**config.mk**
```make
export PLATFORM = sky130hd
export DESIGN_NAME = mrs_front
export DESIGN_NICKNAME = d
export VERILOG_FILES = /design/src/rtl/mrs_pkg.sv /design/src/rtl/mrs_front.sv
export SDC_FILE = /design/constraint.sdc
export NUM_CORES = 1
export LEC_CHECK = 0
export BUFFER_PORTS_ARGS = -buffer_cell sky130_fd_sc_hd__buf_2
export CAP_MARGIN = 20
export CORE_AREA = 2 2 51 53
export CTS_CLUSTER_SIZE = 10
export DETAILED_ROUTE_END_ITERATION = 7
export DIE_AREA = 0 0 53 55
export PLACE_DENSITY = 0.78
export SLEW_MARGIN = 20
export SYNTH_ARGS = -nofsm -noshare
export SYNTH_HDL_FRONTEND = slang
export SYNTH_SLANG_ARGS = --single-unit
```
**constraint.sdc**
```tcl
create_clock -name i_clk -period 2.4 [get_ports i_clk]
set_clock_uncertainty 0.2 [all_clocks]
set_input_delay 0 -clock i_clk [delete_from_list [all_inputs] [get_ports i_clk]]
set_output_delay 0 -clock i_clk [all_outputs]
set_load 0.005 [all_outputs]
```
**src/rtl/mrs_pkg.sv**
```systemverilog
// ----------------------------------------------------------------------------
// mrs_pkg
// shared types, constants and sha-256 helpers for the merkle root block
// ----------------------------------------------------------------------------
package mrs_pkg;

    localparam int MaxLeavesDefault = 64;

    typedef struct packed {
        logic [63:0] hash_word;
        logic [1:0]  word_number;
        logic        last_leaf;
    } t_in_item;

    typedef struct packed {
        logic [63:0] root_word;
        logic [1:0]  root_word_number;
        logic        root_last;
        logic        overflow;
    } t_out_item;

    // command from front to back
    typedef struct packed {
        logic [12:0] leaf_count;
        logic        overflow;
    } t_cmd;

    localparam logic [255:0] InitH = {
        32'h6a09e667, 32'hbb67ae85, 32'h3c6ef372, 32'ha54ff53a,
        32'h510e527f, 32'h9b05688c, 32'h1f83d9ab, 32'h5be0cd19};

    function automatic logic [31:0] round_k(input logic [5:0] t);
        logic [31:0] k;
        unique case (t)
            6'd0: k = 32'h428a2f98;  6'd1: k = 32'h71374491;  6'd2: k = 32'hb5c0fbcf;
            6'd3: k = 32'he9b5dba5;  6'd4: k = 32'h3956c25b;  6'd5: k = 32'h59f111f1;
            6'd6: k = 32'h923f82a4;  6'd7: k = 32'hab1c5ed5;  6'd8: k = 32'hd807aa98;
            6'd9: k = 32'h12835b01;  6'd10: k = 32'h243185be; 6'd11: k = 32'h550c7dc3;
            6'd12: k = 32'h72be5d74; 6'd13: k = 32'h80deb1fe; 6'd14: k = 32'h9bdc06a7;
            6'd15: k = 32'hc19bf174; 6'd16: k = 32'he49b69c1; 6'd17: k = 32'hefbe4786;
            6'd18: k = 32'h0fc19dc6; 6'd19: k = 32'h240ca1cc; 6'd20: k = 32'h2de92c6f;
            6'd21: k = 32'h4a7484aa; 6'd22: k = 32'h5cb0a9dc; 6'd23: k = 32'h76f988da;
            6'd24: k = 32'h983e5152; 6'd25: k = 32'ha831c66d; 6'd26: k = 32'hb00327c8;
            6'd27: k = 32'hbf597fc7; 6'd28: k = 32'hc6e00bf3; 6'd29: k = 32'hd5a79147;
            6'd30: k = 32'h06ca6351; 6'd31: k = 32'h14292967; 6'd32: k = 32'h27b70a85;
            6'd33: k = 32'h2e1b2138; 6'd34: k = 32'h4d2c6dfc; 6'd35: k = 32'h53380d13;
            6'd36: k = 32'h650a7354; 6'd37: k = 32'h766a0abb; 6'd38: k = 32'h81c2c92e;
            6'd39: k = 32'h92722c85; 6'd40: k = 32'ha2bfe8a1; 6'd41: k = 32'ha81a664b;
            6'd42: k = 32'hc24b8b70; 6'd43: k = 32'hc76c51a3; 6'd44: k = 32'hd192e819;
            6'd45: k = 32'hd6990624; 6'd46: k = 32'hf40e3585; 6'd47: k = 32'h106aa070;
            6'd48: k = 32'h19a4c116; 6'd49: k = 32'h1e376c08; 6'd50: k = 32'h2748774c;
            6'd51: k = 32'h34b0bcb5; 6'd52: k = 32'h391c0cb3; 6'd53: k = 32'h4ed8aa4a;
            6'd54: k = 32'h5b9cca4f; 6'd55: k = 32'h682e6ff3; 6'd56: k = 32'h748f82ee;
            6'd57: k = 32'h78a5636f; 6'd58: k = 32'h84c87814; 6'd59: k = 32'h8cc70208;
            6'd60: k = 32'h90befffa; 6'd61: k = 32'ha4506ceb; 6'd62: k = 32'hbef9a3f7;
            default: k = 32'hc67178f2;
        endcase
        return k;
    endfunction

    function automatic logic [31:0] rotr(input logic [31:0] x, input int n);
        return (x >> n) | (x << (32 - n));
    endfunction

endpackage

```
**src/rtl/mrs_front.sv**
```systemverilog
// ----------------------------------------------------------------------------
// mrs_front
// leaf loading, counting and overflow tracking
// ----------------------------------------------------------------------------
module mrs_front #(
    parameter int MAX_LEAVES = mrs_pkg::MaxLeavesDefault,
    localparam int AW = $clog2(MAX_LEAVES * 4),
    localparam int CW = $clog2(MAX_LEAVES + 1)
) (
    input  logic              i_clk,
    input  logic              i_rst_n,
    input  logic              i_valid,
    input  mrs_pkg::t_in_item i_item,
    input  logic              i_cmd_full,
    output logic              o_ready,
    output logic              o_we,
    output logic [AW-1:0]     o_addr,
    output logic              o_cmd_push,
    output mrs_pkg::t_cmd     o_cmd
);
    logic [CW-1:0] r_count, n_count;
    logic          r_ovf, n_ovf;
    logic          fire, room, w3, last;
    logic [AW+1:0] addr_full;

    assign o_ready   = !i_cmd_full;
    assign fire      = i_valid && o_ready;
    assign room      = r_count < CW'(MAX_LEAVES);
    assign w3        = i_item.word_number == 2'd3;
    assign last      = i_item.last_leaf && w3;
    assign addr_full = (AW + 2)'(r_count) * (AW + 2)'(4) + (AW + 2)'(i_item.word_number);
    assign o_addr    = addr_full[AW-1:0];
    assign o_we      = fire && room;

    always_comb begin
        n_count = r_count;
        n_ovf   = r_ovf;
        if (fire && w3) begin
            if (room) begin
                n_count = r_count + CW'(1);
            end else begin
                n_ovf = 1'b1;
            end
        end
        o_cmd_push       = fire && last && (n_count != '0);
        o_cmd.leaf_count = 13'(n_count);
        o_cmd.overflow   = n_ovf;
        if (o_cmd_push) begin
            n_count = '0;
            n_ovf   = 1'b0;
        end
    end

    always_ff @(posedge i_clk) begin
        if (!i_rst_n) begin
            r_count <= '0;
            r_ovf   <= 1'b0;
        end else begin
            r_count <= n_count;
            r_ovf   <= n_ovf;
        end
    end
endmodule

```
==> metrics.csv <==
metric,value,unit
Post-Route Utilization,32.5,%
Row Count,18,
Setup WS post-layout,151,ps
dpl ws,276,ps
multiplexer share of the synthesized area,1.45,%
setup repair after global routing missed its margin,no,
post-route DRC violation count,0,
clock edge transition at the registers on the reported setup and hold paths,60,ps
Cell Int Power,0.000205,W
XOR/XNOR share of the synthesized area,7.64,%
buffer depth of the longest clock path,2,
GRT met2 Usage,19.8,%
CTS sink cnt,8,
chip width,53,microns
number of antenna repair diodes,0,
CTS hold repair buffers,0,
most frequent cells in the layout,"buf_2, inv_1, a211oi_1, conb_1, dfxtp_1",
GR peak layer,met2,
first-pass detailed-route iteration total,4,
layout cell share with drive strength beyond 1,33.0,%
met3 global-route usage,4.84,%
post-synthesis adder-cell area fraction,1.82,%
"area fraction in and, or, nand and nor cells after synthesis",25.3,%
outcome,"complete, no violations",
final-layout setup total negative slack,0,ps
top fanout value on the critical path,7,
"Setup Fix Bufs, Post-CTS",0,
overall global routing resource usage,11.2,%
largest family of logic cells by synthesized area,simple AND/OR/NAND/NOR gates,
most frequent standard cell in the layout excluding fill and tap cells,buf_2,
count of yosys warnings during synthesis,0,
global-route wire length before repair,2.38,mm
vias per std cell,4.60,
nets@finish,174,
startpoint class of the critical path,flop,
CTS tree,yes,
DRT antenna net count,0,
number of fill cells,264,
total via count in the routed design,598,
antenna violations before repair,0,
Hold Crit Class,in2out,
leakage power,0.471,nW
maximum operating frequency,0.445,GHz
Pwr Total,0.000271,W
I/O Buffers,25,
unique cell type count in the Yosys netlist,32,
pin count of the biggest net entering global routing,10,
area of the mapped netlist,688,sq um
DRC marker count from the first detailed-route iteration,9,
H-tree lvl count,1,
switching power as a share of total power,24.4,%
post-DR wirelength/cell,11.7,microns
height of the die,55,microns
worst path arrival time,2050,ps
Clock Latency Late Sink,250,ps
required time of the worst setup path,2200,ps
layout overhead on the synthesized area,11.8,%
combinational group share of total power,12.0,%
post-synthesis instance total,84,
met1 usage in global routing,12.1,%
area of the placeable core,0.00236,sq mm
# Max-Cap Violations,0,
final-report setup violation count,0,
switching power,0.0000660,W
area of the die,0.00292,sq mm
root buf cell,clkbuf_4,
largest vdd supply drop,0.258,mV
total wire length after detailed routing,1.53,mm
share of synthesized area occupied by flip-flops and latches,23.3,%
final clock period utilization by the worst path,93.7,%
number of buffers created by CTS,3,
Top-Level Pins,96,
Period minus WS final,2250,ps
"FF+latch count, synth",8,
register share of total power,50.0,%
routability-driven placement congestion ratio,0.793,
vias in the first global route,577,
Pwr per Cell Area,352,mW/mm^2
max-slew violation count,0,
compound-gate portion of the synthesized area,15.3,%
final hold viol count,0,
Overflow after GRT,0,
Clock power frac,38.1,%
WS Path Type,reg2out,
endpoint type of the worst setup path,output pin,
synthesized area divided by synthesized cell count,8.19,sq um
initial cell density of the core,29.1,%
PostCTS Resize Cnt,0,
## Yosys cell counts
cell | count | share of area (%)
a211o_1 | 1 | 1.3
clkbuf_1 | 1 | 0.54
dfxtp_1 | 8 | 23
or3_1 | 1 | 0.91
ha_1 | 1 | 1.8
and4b_1 | 1 | 1.5
or4_1 | 1 | 1.1
nor3b_1 | 1 | 1.1
o2111ai_1 | 1 | 1.3
nand4b_4 | 2 | 6.9
buf_4 | 15 | 16
and3_1 | 2 | 1.8
nand3_1 | 3 | 2.2
nor2_1 | 5 | 2.7
conb_1 | 1 | 0.54
o21ai_0 | 1 | 0.73
nor3_1 | 2 | 1.5
nor2b_1 | 3 | 2.7
inv_1 | 10 | 5.5
a41o_1 | 1 | 1.5
a21oi_1 | 2 | 1.5
and2_1 | 1 | 0.91
a221o_1 | 1 | 1.5
nand4_1 | 1 | 0.91
clkbuf_2 | 1 | 0.73
nand2_1 | 2 | 1.1
buf_6 | 1 | 1.6
o21a_1 | 1 | 1.1
xnor2_1 | 4 | 5.1
xor2_1 | 2 | 2.5
a211oi_1 | 6 | 6.5
mux2i_1 | 1 | 1.5
## stage by stage
stage          hold slack (ps)  area [sq um]  std cells
6_report                  33.0           769        130
5_1_grt                   49.4           769        130
4_1_cts                   40.2           767        130
3_5_place_dp              41.1           744        127
3_3_place_gp              29.9           744        127
2_1_floorplan             -173           707         89
## cells by family after synthesis
kind of cell             Yosys count
flip-flops                         8
adder cells (fa/ha/maj)            1
XOR/XNOR                           6
other                              1
AO/OA/AOI/OAI                     14
AND/OR/NAND/NOR                   25
multiplexers                       1
buffers and inverters             28
## critical path, cell delays in order (launching register included)
cell	delay [ps]
dfxtp_1	430
nand4b_4	140
or4_1	480
a221o_1	420
o21a_1	210
buf_2	120
## per-layer routing
layer	wire [microns]	up-vias	share of wire [%]
li1	-	300	-
met1	690	271	45
met2	702	25	46
met3	115	2	7.5
met4	18	0	1.2
met5	0	-	0
## power by group through the flow
stage          logic [W]  clock network [W]  registers [W]
2_1_floorplan  0.0000279                  0       0.000138
3_5_place_dp   0.0000326                  0       0.000138
4_1_cts        0.0000327           0.000107       0.000135
3_3_place_gp   0.0000314                  0       0.000138
5_1_grt        0.0000362           0.000112       0.000135
6_report       0.0000324           0.000103       0.000135
## layout make-up
type / count / area (sq um) / share of cell area (%)
Clock buffer: 3 / 22.5 / 2.93
Inverter: 10 / 37.5 / 4.88
Multi-Input combinational cell: 53 / 377 / 48.9
Sequential cell: 8 / 163 / 21.1
Tap cell: 30 / 37.5 / 4.88
Timing Repair Buffer: 26 / 133 / 17.2
## sequential cells by signal, summed over array words and instances, names as in the netlist
signal and flops:
r_count 7, r_ovf 1
## path summary, 6_finish.rpt
kind                                       startpoint                     to  slack, ps  cells past startpoint
worst max register to register  r_count[1]$_SDFF_PP0_  r_count[5]$_SDFF_PP0_        370                      4
worst min-delay path                        i_item[2]              o_addr[1]         30                      2
worst max-delay path            r_count[1]$_SDFF_PP0_             o_cmd_push        150                      5
worst min register to register       r_ovf$_SDFF_PP0_       r_ovf$_SDFF_PP0_        380                      2
Note: power is estimated with default switching activity, not from simulation.
